$ cat config.mk
export PLATFORM = sky130hd
export DESIGN_NAME = block_container_format_checker_top
export DESIGN_NICKNAME = d
export VERILOG_FILES = /design/src/rtl/core/bcfc_pkg.sv /design/src/rtl/core/block_container_format_checker_top.sv /design/src/rtl/core/bcfc_core.sv /design/src/rtl/core/bcfc_skid.sv
export SDC_FILE = /design/constraint.sdc
export NUM_CORES = 2
export LEC_CHECK = 0
export BUFFER_PORTS_ARGS = -buffer_cell sky130_fd_sc_hd__buf_2
export CORE_MARGIN = 5
export CORE_UTILIZATION = 60
export DETAILED_ROUTE_END_ITERATION = 8
export PLACE_DENSITY = 0.76
export SLEW_MARGIN = 20
export SYNTH_ARGS = -nofsm -noshare
export SYNTH_HDL_FRONTEND = slang
export SYNTH_SLANG_ARGS = --single-unit
export TNS_END_PERCENT = 100
$ cat constraint.sdc
create_clock -name clk -period 17.42 [get_ports clk]
set_input_delay 3.484 -clock clk [delete_from_list [all_inputs] [get_ports clk]]
set_output_delay 3.484 -clock clk [all_outputs]
set_load 0.03 [all_outputs]
$ cat src/rtl/core/bcfc_pkg.sv
package bcfc_pkg;

  // Byte counter / file length width
  localparam int LEN_W = 32;
  localparam int CFG_W = 32;

  localparam logic [15:0] FILE_FP   = 16'd3000;
  localparam logic [15:0] VER_A     = 16'd100;
  localparam logic [15:0] VER_B     = 16'd110;
  localparam logic [15:0] KIND_INFO = 16'd3010;
  localparam logic [15:0] KIND_DATA = 16'd3020;
  localparam logic [15:0] KIND_K120  = 16'd120;
  localparam logic [15:0] KIND_K130  = 16'd130;
  localparam logic [15:0] KIND_K210  = 16'd210;
  localparam logic [15:0] KIND_K1010 = 16'd1010;
  localparam logic [15:0] KIND_K1020 = 16'd1020;
  localparam logic [15:0] KIND_K2010 = 16'd2010;
  localparam logic [15:0] KIND_K2040 = 16'd2040;
  localparam logic [15:0] KIND_K6010 = 16'd6010;
  localparam logic [15:0] KIND_K6020 = 16'd6020;

  localparam logic [31:0] INFO_SIZE_A = 32'd202;
  localparam logic [31:0] INFO_SIZE_B = 32'd236;
  localparam logic [31:0] DATA_SIZE_A = 32'd10;
  localparam logic [31:0] DATA_SIZE_B = 32'd18;

  localparam logic [3:0] FILE_HDR_LEN    = 4'd8;
  localparam logic [3:0] BLK_HDR_LEN     = 4'd12;
  localparam logic [3:0] FIRST_SIZE_BYTE = 4'd8;

  typedef enum logic [4:0] {
    ST_OK            = 5'd0,
    ST_TRUNC_HDR     = 5'd1,
    ST_BAD_FP        = 5'd2,
    ST_BAD_VER       = 5'd3,
    ST_NEG_BLOCKS    = 5'd4,
    ST_TOO_MANY      = 5'd5,
    ST_TRUNC_BLK     = 5'd6,
    ST_UNSUPPORTED   = 5'd7,
    ST_NEG_CNT       = 5'd8,
    ST_NEG_SIZE      = 5'd9,
    ST_EMPTY_MISMATCH = 5'd10,
    ST_REQ_EMPTY     = 5'd11,
    ST_BEYOND_FILE   = 5'd12,
    ST_DUP_INFO      = 5'd13,
    ST_INFO_CNT      = 5'd14,
    ST_INFO_SIZE     = 5'd15,
    ST_DUP_DATA      = 5'd16,
    ST_DATA_EARLY    = 5'd17,
    ST_DATA_SIZE     = 5'd18,
    ST_TRAILING      = 5'd19,
    ST_MISSING       = 5'd20
  } status_t;

  typedef enum logic [3:0] {
    PH_FILE = 4'b0001,
    PH_BHDR = 4'b0010,
    PH_PAY  = 4'b0100,
    PH_END  = 4'b1000
  } phase_t;

  typedef struct packed {
    status_t status;
    logic    done;
  } result_t;

  function automatic logic version_ok(logic [15:0] v);
    return (v == VER_A) || (v == VER_B);
  endfunction

  function automatic logic block_ok(logic [15:0] k, logic [15:0] v);
    logic ok;
    case (k) inside
      KIND_K120, KIND_K130, KIND_K210, KIND_K1010, KIND_K1020,
      KIND_K2010, KIND_K2040, KIND_K6010, KIND_K6020: ok = (v == VER_A);
      KIND_INFO, KIND_DATA: ok = version_ok(v);
      default: ok = 1'b0;
    endcase
    return ok;
  endfunction

endpackage

$ cat src/rtl/core/block_container_format_checker_top.sv
// Block container format checker: streaming structure check of a file.
// Input channel (in_valid/in_ready/in_data_byte): one file byte per request,
// in file order. Every byte yields one result request on the output channel
// (out_valid/out_ready/out_status/out_done_res): the sticky status so far,
// with out_done_res high on the last byte, where out_status is final.
// Config channel (cfg_valid/cfg_ready/cfg_file_length): total file length,
// written between files; cfg_ready is always high. Reset value is 1.
// The result for a byte is registered into the result buffer on acceptance.
// Throughput: one byte per cycle while in_ready is high; all parsing and
// block checks for a byte are combinational, and the record count x size
// product is built from one 32x8 partial product per record-size byte.
// Output stalls: a two-entry result buffer keeps in_ready high while its
// skid entry is empty; in_ready drops once both entries hold results.
// Reset (rst_n low, synchronous): parser to file-header state, buffer
// emptied, file length back to 1. After the last byte the parser restarts
// by itself for the next file.
module block_container_format_checker_top (
  input  logic                        clk,
  input  logic                        rst_n,
  input  logic                        in_valid,
  output logic                        in_ready,
  input  logic [7:0]                  in_data_byte,
  output logic                        out_valid,
  input  logic                        out_ready,
  output logic [4:0]                  out_status,
  output logic                        out_done_res,
  input  logic                        cfg_valid,
  output logic                        cfg_ready,
  input  logic [bcfc_pkg::CFG_W-1:0]  cfg_file_length
);
  import bcfc_pkg::*;

  logic [CFG_W-1:0] file_length_r;
  logic             step;
  result_t          core_res, buf_res;

  assign cfg_ready = 1'b1;
  assign step      = in_valid && in_ready;

  // file length register
  always_ff @(posedge clk) begin
    if (!rst_n) begin
      file_length_r <= CFG_W'(1);
    end else if (cfg_valid) begin
      file_length_r <= cfg_file_length;
    end
  end

  // parser state and per-byte checks
  bcfc_core u_core (
    .clk       (clk),
    .rst_n     (rst_n),
    .step      (step),
    .data_byte (in_data_byte),
    .flen      (LEN_W'(file_length_r)),
    .res       (core_res)
  );

  // result register with skid entry
  bcfc_skid u_skid (
    .clk       (clk),
    .rst_n     (rst_n),
    .push      (step),
    .din       (core_res),
    .ready     (in_ready),
    .out_valid (out_valid),
    .out_ready (out_ready),
    .dout      (buf_res)
  );

  assign out_status   = buf_res.status;
  assign out_done_res = buf_res.done;

endmodule

$ cat src/rtl/core/bcfc_core.sv
module bcfc_core (
  input  logic                          clk,
  input  logic                          rst_n,
  input  logic                          step,
  input  logic [7:0]                    data_byte,
  input  logic [bcfc_pkg::LEN_W-1:0]    flen,
  output bcfc_pkg::result_t             res
);
  import bcfc_pkg::*;

  phase_t            phase_r, phase_nxt;
  logic [3:0]        fbi_r, fbi_nxt;
  logic [15:0]       kind_code_r, kind_code_nxt;
  logic [15:0]       kind_ver_r, kind_ver_nxt;
  logic [31:0]       rec_cnt_r, rec_cnt_nxt;
  logic [31:0]       rec_size_r, rec_size_nxt;
  logic [31:0]       blocks_left_r, blocks_left_nxt;
  logic [LEN_W-1:0]  byte_pos_r, byte_pos_nxt;
  logic [LEN_W-1:0]  pay_left_r, pay_left_nxt;
  logic [63:0]       prod_r, prod_nxt;
  logic              seen_info_r, seen_info_nxt;
  logic              seen_data_r, seen_data_nxt;
  status_t           sticky_r, sticky_nxt;

  logic              is_file, hdr_clr, last;
  logic [3:0]        fbi_inc;
  logic [15:0]       kc, kv;
  logic [31:0]       rc, rs, bl, bl_dec;
  logic [39:0]       pp;
  logic [63:0]       pp_sh, payload, bl12, fl8;
  logic [LEN_W-1:0]  next_pos, remain, pay_new;
  status_t           blk_st, fin_st;

  // header field assembly; a block header clears the fields on its first byte
  always_comb begin
    is_file = (phase_r == PH_FILE);
    hdr_clr = (phase_r == PH_BHDR) && (fbi_r == 4'd0);
    kc = hdr_clr ? 16'd0 : kind_code_r;
    kv = hdr_clr ? 16'd0 : kind_ver_r;
    rc = hdr_clr ? 32'd0 : rec_cnt_r;
    rs = hdr_clr ? 32'd0 : rec_size_r;
    bl = blocks_left_r;
    unique case (fbi_r)
      4'd0:  kc[7:0]   = data_byte;
      4'd1:  kc[15:8]  = data_byte;
      4'd2:  kv[7:0]   = data_byte;
      4'd3:  kv[15:8]  = data_byte;
      4'd4:  if (is_file) bl[7:0]   = data_byte; else rc[7:0]   = data_byte;
      4'd5:  if (is_file) bl[15:8]  = data_byte; else rc[15:8]  = data_byte;
      4'd6:  if (is_file) bl[23:16] = data_byte; else rc[23:16] = data_byte;
      4'd7:  if (is_file) bl[31:24] = data_byte; else rc[31:24] = data_byte;
      4'd8:  rs[7:0]   = data_byte;
      4'd9:  rs[15:8]  = data_byte;
      4'd10: rs[23:16] = data_byte;
      4'd11: rs[31:24] = data_byte;
      default: ;
    endcase
  end

  // payload = count * size, one 32x8 partial product per size byte
  always_comb begin
    pp = 40'(rec_cnt_r) * 40'(data_byte);
    case (fbi_r[1:0])
      2'd0:    pp_sh = 64'(pp);
      2'd1:    pp_sh = 64'(pp) << 8;
      2'd2:    pp_sh = 64'(pp) << 16;
      default: pp_sh = 64'(pp) << 24;
    endcase
    payload = ((fbi_r == FIRST_SIZE_BYTE) ? 64'd0 : prod_r) + pp_sh;
  end

  always_comb begin
    next_pos = byte_pos_r + LEN_W'(1);
    remain   = (flen > next_pos) ? (flen - next_pos) : '0;
    pay_new  = payload[LEN_W-1:0];
    // count > (flen-8)/12  <=>  12*count > flen-8
    bl12     = (64'(bl) << 3) + (64'(bl) << 2);
    fl8      = 64'(flen - LEN_W'(FILE_HDR_LEN));
    bl_dec   = blocks_left_r - 32'd1;
    fbi_inc  = fbi_r + 4'd1;
    last     = (next_pos == flen);
  end

  // block header checks, in priority order
  always_comb begin
    blk_st = ST_OK;
    if (!block_ok(kc, kv))                                  blk_st = ST_UNSUPPORTED;
    else if (rc[31])                                        blk_st = ST_NEG_CNT;
    else if (rs[31])                                        blk_st = ST_NEG_SIZE;
    else if ((rc == 32'd0) != (rs == 32'd0))                blk_st = ST_EMPTY_MISMATCH;
    else if ((rc == 32'd0) && ((kc == KIND_INFO) || (kc == KIND_DATA)))
                                                            blk_st = ST_REQ_EMPTY;
    else if (payload > 64'(remain))                         blk_st = ST_BEYOND_FILE;
    else if (kc == KIND_INFO) begin
      if (seen_info_r)                                      blk_st = ST_DUP_INFO;
      else if (rc != 32'd1)                                 blk_st = ST_INFO_CNT;
      else if (rs != ((kv == VER_A) ? INFO_SIZE_A : INFO_SIZE_B))
                                                            blk_st = ST_INFO_SIZE;
    end else if (kc == KIND_DATA) begin
      if (seen_data_r)                                      blk_st = ST_DUP_DATA;
      else if (!seen_info_r)                                blk_st = ST_DATA_EARLY;
      else if (rs != ((kv == VER_A) ? DATA_SIZE_A : DATA_SIZE_B))
                                                            blk_st = ST_DATA_SIZE;
    end
  end

  always_comb begin
    phase_nxt       = phase_r;
    fbi_nxt         = fbi_r;
    kind_code_nxt   = kind_code_r;
    kind_ver_nxt    = kind_ver_r;
    rec_cnt_nxt     = rec_cnt_r;
    rec_size_nxt    = rec_size_r;
    blocks_left_nxt = blocks_left_r;
    pay_left_nxt    = pay_left_r;
    prod_nxt        = prod_r;
    seen_info_nxt   = seen_info_r;
    seen_data_nxt   = seen_data_r;
    sticky_nxt      = sticky_r;
    byte_pos_nxt    = next_pos;
    if (sticky_r == ST_OK) begin
      unique case (phase_r)
        PH_FILE: begin
          if (flen < LEN_W'(FILE_HDR_LEN)) begin
            sticky_nxt = ST_TRUNC_HDR;
          end else begin
            kind_code_nxt   = kc;
            kind_ver_nxt    = kv;
            blocks_left_nxt = bl;
            fbi_nxt         = fbi_inc;
            if (fbi_inc == FILE_HDR_LEN) begin
              fbi_nxt = 4'd0;
              if (kc != FILE_FP)       sticky_nxt = ST_BAD_FP;
              else if (!version_ok(kv)) sticky_nxt = ST_BAD_VER;
              else if (bl[31])          sticky_nxt = ST_NEG_BLOCKS;
              else if (bl12 > fl8)      sticky_nxt = ST_TOO_MANY;
              else phase_nxt = (bl != 32'd0) ? PH_BHDR : PH_END;
            end
          end
        end
        PH_BHDR: begin
          kind_code_nxt = kc;
          kind_ver_nxt  = kv;
          rec_cnt_nxt   = rc;
          rec_size_nxt  = rs;
          prod_nxt      = payload;
          fbi_nxt       = fbi_inc;
          if (fbi_inc == BLK_HDR_LEN) begin
            fbi_nxt    = 4'd0;
            sticky_nxt = blk_st;
            if (blk_st == ST_OK) begin
              seen_info_nxt   = seen_info_r | (kc == KIND_INFO);
              seen_data_nxt   = seen_data_r | (kc == KIND_DATA);
              pay_left_nxt    = pay_new;
              blocks_left_nxt = bl_dec;
              if (pay_new != '0)         phase_nxt = PH_PAY;
              else if (bl_dec != 32'd0)  phase_nxt = PH_BHDR;
              else                       phase_nxt = PH_END;
            end
          end
        end
        PH_PAY: begin
          pay_left_nxt = pay_left_r - LEN_W'(1);
          if (pay_left_nxt == '0)
            phase_nxt = (blocks_left_r != 32'd0) ? PH_BHDR : PH_END;
        end
        PH_END: sticky_nxt = ST_TRAILING;
        default: ;
      endcase
    end
  end

  // end-of-file checks
  always_comb begin
    fin_st = sticky_nxt;
    if (last && (sticky_nxt == ST_OK)) begin
      unique case (phase_nxt)
        PH_FILE: fin_st = ST_TRUNC_HDR;
        PH_BHDR: fin_st = ST_TRUNC_BLK;
        PH_PAY:  fin_st = ST_BEYOND_FILE;
        PH_END:  if (!(seen_info_nxt && seen_data_nxt)) fin_st = ST_MISSING;
        default: ;
      endcase
    end
    res.status = fin_st;
    res.done   = last;
  end

  always_ff @(posedge clk) begin
    if (!rst_n || (step && last)) begin
      phase_r       <= PH_FILE;
      fbi_r         <= 4'd0;
      kind_code_r   <= 16'd0;
      kind_ver_r    <= 16'd0;
      rec_cnt_r     <= 32'd0;
      rec_size_r    <= 32'd0;
      blocks_left_r <= 32'd0;
      byte_pos_r    <= '0;
      pay_left_r    <= '0;
      seen_info_r   <= 1'b0;
      seen_data_r   <= 1'b0;
      sticky_r      <= ST_OK;
    end else if (step) begin
      phase_r       <= phase_nxt;
      fbi_r         <= fbi_nxt;
      kind_code_r   <= kind_code_nxt;
      kind_ver_r    <= kind_ver_nxt;
      rec_cnt_r     <= rec_cnt_nxt;
      rec_size_r    <= rec_size_nxt;
      blocks_left_r <= blocks_left_nxt;
      byte_pos_r    <= byte_pos_nxt;
      pay_left_r    <= pay_left_nxt;
      seen_info_r   <= seen_info_nxt;
      seen_data_r   <= seen_data_nxt;
      sticky_r      <= sticky_nxt;
    end
  end

  always_ff @(posedge clk) begin
    if (step) begin
      prod_r <= prod_nxt;
    end
  end

endmodule

$ cat src/rtl/core/bcfc_skid.sv
module bcfc_skid (
  input  logic               clk,
  input  logic               rst_n,
  input  logic               push,
  input  bcfc_pkg::result_t  din,
  output logic               ready,
  output logic               out_valid,
  input  logic               out_ready,
  output bcfc_pkg::result_t  dout
);
  import bcfc_pkg::*;

  result_t head_r, skid_r;
  logic    head_valid_r, skid_valid_r;
  logic    pop;

  assign pop       = head_valid_r && out_ready;
  assign ready     = !skid_valid_r;
  assign out_valid = head_valid_r;
  assign dout      = head_r;

  always_ff @(posedge clk) begin
    if (!rst_n) begin
      head_valid_r <= 1'b0;
      skid_valid_r <= 1'b0;
    end else if (skid_valid_r) begin
      if (pop) begin
        skid_valid_r <= 1'b0;
      end
    end else if (push) begin
      if (head_valid_r && !pop) begin
        skid_valid_r <= 1'b1;
      end
      head_valid_r <= 1'b1;
    end else if (pop) begin
      head_valid_r <= 1'b0;
    end
  end

  always_ff @(posedge clk) begin
    if (skid_valid_r) begin
      if (pop) begin
        head_r <= skid_r;
      end
    end else if (push) begin
      if (head_valid_r && !pop) begin
        skid_r <= din;
      end else begin
        head_r <= din;
      end
    end
  end

endmodule

**After elaboration in Yosys (flattened, before gate mapping)**

Index checks and enable logic that the tools add are counted.

- Bits in registers: 317
- Output and inout bits: 9

- $add $sub $neg: 8
- Multiply operators: 1
- $lt $le $gt $ge: 4
- Eq/ne operators: 47
- Mux-type cells: 109
- Bitwise logic cells: 3
- Reductions and logical operators: 39

Operators with widths:

| cell | number |
|---|---|
| 32-bit 2-to-1 mux | 8 |
| 8-bit 2-to-1 mux | 24 |
| 64-bit one-hot mux with 3 select lines | 1 |
| 32-bit one-hot mux with 2 select lines | 2 |
| 32-bit nonzero test | 4 |
| 5-bit 2-to-1 mux | 24 |
| 32-bit zero test | 3 |
| 4-bit 2-to-1 mux | 18 |
| 64-bit adder | 1 |
| 64-bit by 32-bit greater-than comparator with 1-bit output | 1 |
| 64-bit greater-than comparator | 1 |
| 16-bit 2-to-1 mux | 4 |
| 64-bit 2-to-1 mux | 1 |
| 32-bit inequality test | 2 |
| 16-bit one-hot mux with 2 select lines | 2 |
| 32-bit by 1-bit subtractor with 32-bit output, second input constant | 2 |
| 16-bit by 7-bit == test with 1-bit output, second input constant | 3 |
| 32-bit by 8-bit multiplier with 40-bit output | 1 |
| 35-bit by 34-bit adder with 36-bit output | 1 |
| 32-bit by 4-bit subtractor with 33-bit output, second input constant | 1 |
| 32-bit by 1-bit adder with 32-bit output, second input constant | 1 |
| 16-bit by 10-bit == test with 1-bit output, second input constant | 2 |
| 16-bit by 11-bit == test with 1-bit output, second input constant | 2 |
| 16-bit by 12-bit == test with 1-bit output, second input constant | 2 |
| other kinds (40) | 100 |

**Longest topological paths before layout**

- Depth after elaboration: 30
- Mapped depth: 55
- Gate-level depth less buffers: 49

**Hierarchy**

From an unflattened synthesis, not the netlist that was laid out.

- Cells, all modules: 4459
- Area total of the unflattened synthesis: 34969.8 µm²

By module, submodules not included:

| module | instances | cells an instance | area each (µm²) | seq. area each (µm²) |
|---|---|---|---|---|
| bcfc_core | 1 | 4320 | 33159.3 | 6065.8 |
| block_container_format_checker_top | 1 | 106 | 1258.7 | 640.6 |
| bcfc_skid | 1 | 33 | 551.8 | 400.4 |

**Least setup slack after synthesis**

OpenSTA, ideal clock, no wires.

- Path type: in2reg
- Start: input in_data_byte[7]
- End: register u_skid.head_r, in the netlist u_skid.dout[3] (data pin)
- Setup time: 160 ps
- Arrival time: 14372 ps
- Data required time: 17260 ps
- Path slack: 2888 ps
- Cell stages on the path: 47
- Cell sequence: clkbuf_1 -> clkbuf_1 -> clkbuf_1 -> clkbuf_1 -> nand2_1 -> fa_1 -> fa_1 -> inv_1 -> fa_1 -> inv_1 -> fa_1 -> inv_1 -> ha_1 -> a21oi_1 -> o21bai_1 -> a21oi_1 -> o21ai_0 -> o211ai_1 -> [... 11 more ...] -> a211oi_2 -> xnor2_1 -> ha_1 -> nand4_1 -> a21oi_1 -> a2111oi_0 -> o211a_1 -> o221ai_1 -> nor4bb_1 -> o311ai_0 -> nor4bb_1 -> nand4b_1 -> nor3_4 -> nand4_1 -> a21oi_1 -> nor3b_1 -> nand4_1 -> a41oi_1

RTL lines:

| what | RTL line | source |
|---|---|---|
| start, declared | block_container_format_checker_top.sv:22 | `input logic [7:0] in_data_byte,` |
| 32-bit by 8-bit multiplier with 40-bit output (*) | bcfc_core.sv:62 | `pp = 40'(rec_cnt_r) * 40'(data_byte);` |
| 64-bit one-hot mux with 3 select lines (*) | bcfc_core.sv:63 | `case (fbi_r[1:0])` |
| 64-bit adder (*) | bcfc_core.sv:69 | `payload = ((fbi_r == FIRST_SIZE_BYTE) ? 64'd0 : prod_r) + pp_sh;` |
| named net u_core.payload[31] | bcfc_core.sv:30 | `logic [63:0] pp_sh, payload, bl12, fl8;` |
| parallel branches: the longest is 15 deep, another holds 64-bit by 32-bit greater-than comparator with 1-bit output | n/a |  |
| 5-bit 2-to-1 mux (*) | bcfc_core.sv:176 | `if (last && (sticky_nxt == ST_OK)) begin` |
| 6-bit 2-to-1 mux (*) | bcfc_skid.sv:46 | `if (head_valid_r && !pop) begin` |
| 6-bit 2-to-1 mux (*) | bcfc_skid.sv:45 | `end else if (push) begin` |
| 6-bit 2-to-1 mux (*) | bcfc_skid.sv:41 | `if (skid_valid_r) begin` |
| end signal, assigned | bcfc_skid.sv:43 | `head_r <= skid_r;` |
| end signal, assigned | bcfc_skid.sv:49 | `head_r <= din;` |
| end, declared | bcfc_skid.sv:13 | `result_t head_r, skid_r;` |

Mark *: on every way through the listed nets, which the timed path passes. The select of a mux whose other input is x is not followed.
A chain may end at the register's enable or synchronous reset.

**Worst setup path after layout**

- Start: input in_data_byte[3]
- End: register u_skid.head_r, in the netlist u_skid.dout[3] (data pin)

The elaborated chain is that of the path after synthesis.

==> flow_metrics.tcl <==
set metrics [dict create \
    syn_inst 4503 \
    critPathRequiredTime_ns 17.82 \
    cts.htree.levels 2 \
    power_frac_clock 0.387 \
    ys_ff_latch 317 \
    hp-class "reg2reg" \
    dr.pass1.iters 8 \
    synth_edf_count 76 \
    total_power_w 0.00236 \
    dieArea_um2 63700 \
    max_slew.worst_pin.slew_ns 1.05 \
    die_w_um 252 \
    rsz0062_at_grt "no" \
    power_density_nw_per_um2 63.4 \
    critPathKind "in2reg" \
    via_per_inst 6.40 \
    ant_nets 0 \
    cp_slowest_cell "buf_2" \
    synth-async-reset-ratio 0 \
    cts.path.max_buffers 3 \
    finalCoreUtilization 0.644 \
    grt_first_pass_wirelength_mm 171 \
    rows 88 \
    yosysWarnings 0 \
    boundaryPins 54 \
    drtIter0Drc 3651 \
    clk_latency_ns 0.60 \
    layout_common_cells "448 x nor2_1, 396 x nand2_1, 329 x inv_1" \
    p_leak_nw 16.6 \
    power_frac_seq 0.339 \
    skew_ns 0.0339 \
    cts_tree "done" \
    maxSlewHeadroom 0.298 \
    place.port_buffers 52 \
    final_common_cell "nor2_1" \
    cts_hold_buf 0 \
    internal_power_w 0.00156 \
    via_count 33200 \
    status "completed" \
    post-place-ws_ns 1.58 \
    fin_nets 4901 \
    area_growth_pct 5.82 \
    cts_setup_buffers 0 \
    cts.sinks 317 \
    seq_area_frac_synth 0.202 \
    core-area_um2 57900 \
    final_cells 5190 \
    fin_crit_sh 0.895 \
    die_y_um 252 \
    fmax_mhz 64.1 \
    wirelength_mm 107 \
    fin_tns_setup_ns 0 \
    grt_max_degree 194 \
    drv_slew 0 \
    gp_congestion 0.978 \
    clk_pin_slew_ns 0.06 \
    critical-path-max-stage-delay_ns 0.56 \
    fin_crit_ns 15.59 \
    cts_root_buffer "clkbuf_16" \
    arrival_ns 15.99 \
    p_sw_w 0.000803 \
    drv_cap 0 \
    syn_nets 5010 \
    crit_path_start_kind "primary input" \
    cts_resized 0 \
    dpl.cell_count 5117 \
    antenna_found_initial 1 \
    switching_share 0.340 \
    synth.distinct_cells 100 \
    finalHoldViolCount 0 \
    numCtsBuffers 40 \
    drc 0 \
    grt_pass1_vias 31300 \
    peakVddDrop_mv 0.0779 \
    critPathMaxFanout 30 \
    cp-end-kind "flip-flop" \
    wl_per_cell_um 20.6 \
    layout-drive-gt1-share 0.0508 \
    start_util 0.608 \
    num_antenna_cells 0 \
    setup_viol 0 \
    synthFlopType "dfxtp_1" \
    setup_ws_ns 1.83 \
    hpwl_mm 79.1 \
    crit_path_frequent_cell "a21oi_1" \
    syn-cell-area_um2 35200 \
    fill_cells 5157 \
    pwr-share-comb 0.274 \
    gr-total-overflow 0 \
    synth.avg_cell_area_um2 7.83 \
    track_usage 0.327 \
]
kinds of logic (layout without fill, tap and decap cells):
kind of cell / after synthesis / in the layout / share of synthesized area
and+or+nand+nor: 1757 / 1757 / 0.253
AOI/OAI and AO/OA: 1076 / 1076 / 0.199
xor gates and xnor gates: 236 / 236 / 0.0587
DFF: 317 / 317 / 0.202
buffers and inverters: 575 / 497 / 0.0621
other: 1 / 1 / 0.000106
adders and majority gates: 462 / 462 / 0.203
muxes: 79 / 79 / 0.0227
power by group through the flow:
stage	Clock (W)	Sequential [W]	Combinational (W)
after CTS	0.000923	0.000801	0.000631
after detailed placement	0	0.000816	0.000626
after global placement	0	0.000816	0.000618
after global routing	0.000954	0.000805	0.000708
after floorplan	0	0.000807	0.000463
final	0.000915	0.000802	0.000646
routing by layer:
metal,routed length (um),track usage,part of all wire
met1,44800,0.452,0.42
met3,10500,0.0637,0.099
met5,13,0,0.00012
met2,47400,0.514,0.44
met4,3980,0.116,0.037
state kept, by name (all words and copies together), names as in the netlist:
register / flops
u_skid.dout: 6
u_core.seen_info_r: 1
u_core.phase_r: 4
u_skid.out_valid: 1
u_core.fbi_r: 4
u_core.blocks_left_r: 32
u_core.sticky_r: 5
u_core.pay_left_r: 32
u_core.rec_size_r: 32
u_core.kind_code_r: 16
u_skid.skid_r: 6
u_skid.skid_valid_r: 1
u_core.kind_ver_r: 16
u_core.rec_cnt_r: 32
file_length_r: 32
u_core.seen_data_r: 1
u_core.prod_r: 64
u_core.byte_pos_r: 32
synthesized netlist by cell type (70+ instances only):
cell / n / area, um^2
a21o_1: 84 / 631
a21oi_1: 292 / 1460
a22oi_1: 70 / 526
and2_1: 281 / 1760
clkbuf_1: 200 / 751
dfxtp_1: 241 / 4820
edfxtp_1: 76 / 2280
fa_1: 183 / 3660
ha_1: 279 / 3490
inv_1: 330 / 1240
mux2i_1: 71 / 711
nand2_1: 397 / 1490
nand3_1: 94 / 470
nand4_1: 79 / 494
nor2_1: 449 / 1690
nor3_1: 108 / 541
o21ai_0: 221 / 1110
xnor2_1: 157 / 1380
xor2_1: 79 / 692
through the flow:
stage          hold slack, ns  area [um^2]
2_1_floorplan           0.428        35200
4_1_cts                 0.452        37300
3_3_place_gp            0.437        35900
6_report                0.453        37300
3_5_place_dp            0.444        35900
5_1_grt                 0.473        37300
area by class of cell:
type,instances,area [um^2],area share
clock inverter,14,214,0.00574
timing repair buffer,90,558,0.0150
clock buffer,59,1220,0.0326
sequential,317,7110,0.191
multi-input combinational,3611,26000,0.697
inverter,334,1260,0.0337
tap,765,957,0.0257
path summary, 6_finish.rpt:
path,from,endpoint,slack [ns],cells past startpoint
worst max register to register,u_core.rec_cnt_r[1]$_SDFFE_PP0P_,u_skid.dout[3]$_DFFE_PP_,4.74,42
worst min register to register,u_core.kind_code_r[12]$_SDFFE_PP0P_,u_core.kind_code_r[12]$_SDFFE_PP0P_,0.45,2
worst min-delay path,u_core.kind_code_r[12]$_SDFFE_PP0P_,u_core.kind_code_r[12]$_SDFFE_PP0P_,0.45,2
worst max-delay path,in_data_byte[3],u_skid.dout[3]$_DFFE_PP_,1.83,47
critical path, delay by kind of cell:
| kind | cells | cell delay [ns] |
|---|---|---|
| xor+xnor | 2 | 0.78 |
| simple gates | 10 | 2.92 |
| compound gates | 23 | 5.48 |
| buf+inv | 5 | 0.78 |
| fa+ha+maj | 7 | 2.48 |
Power figures use the tool's default switching activity.
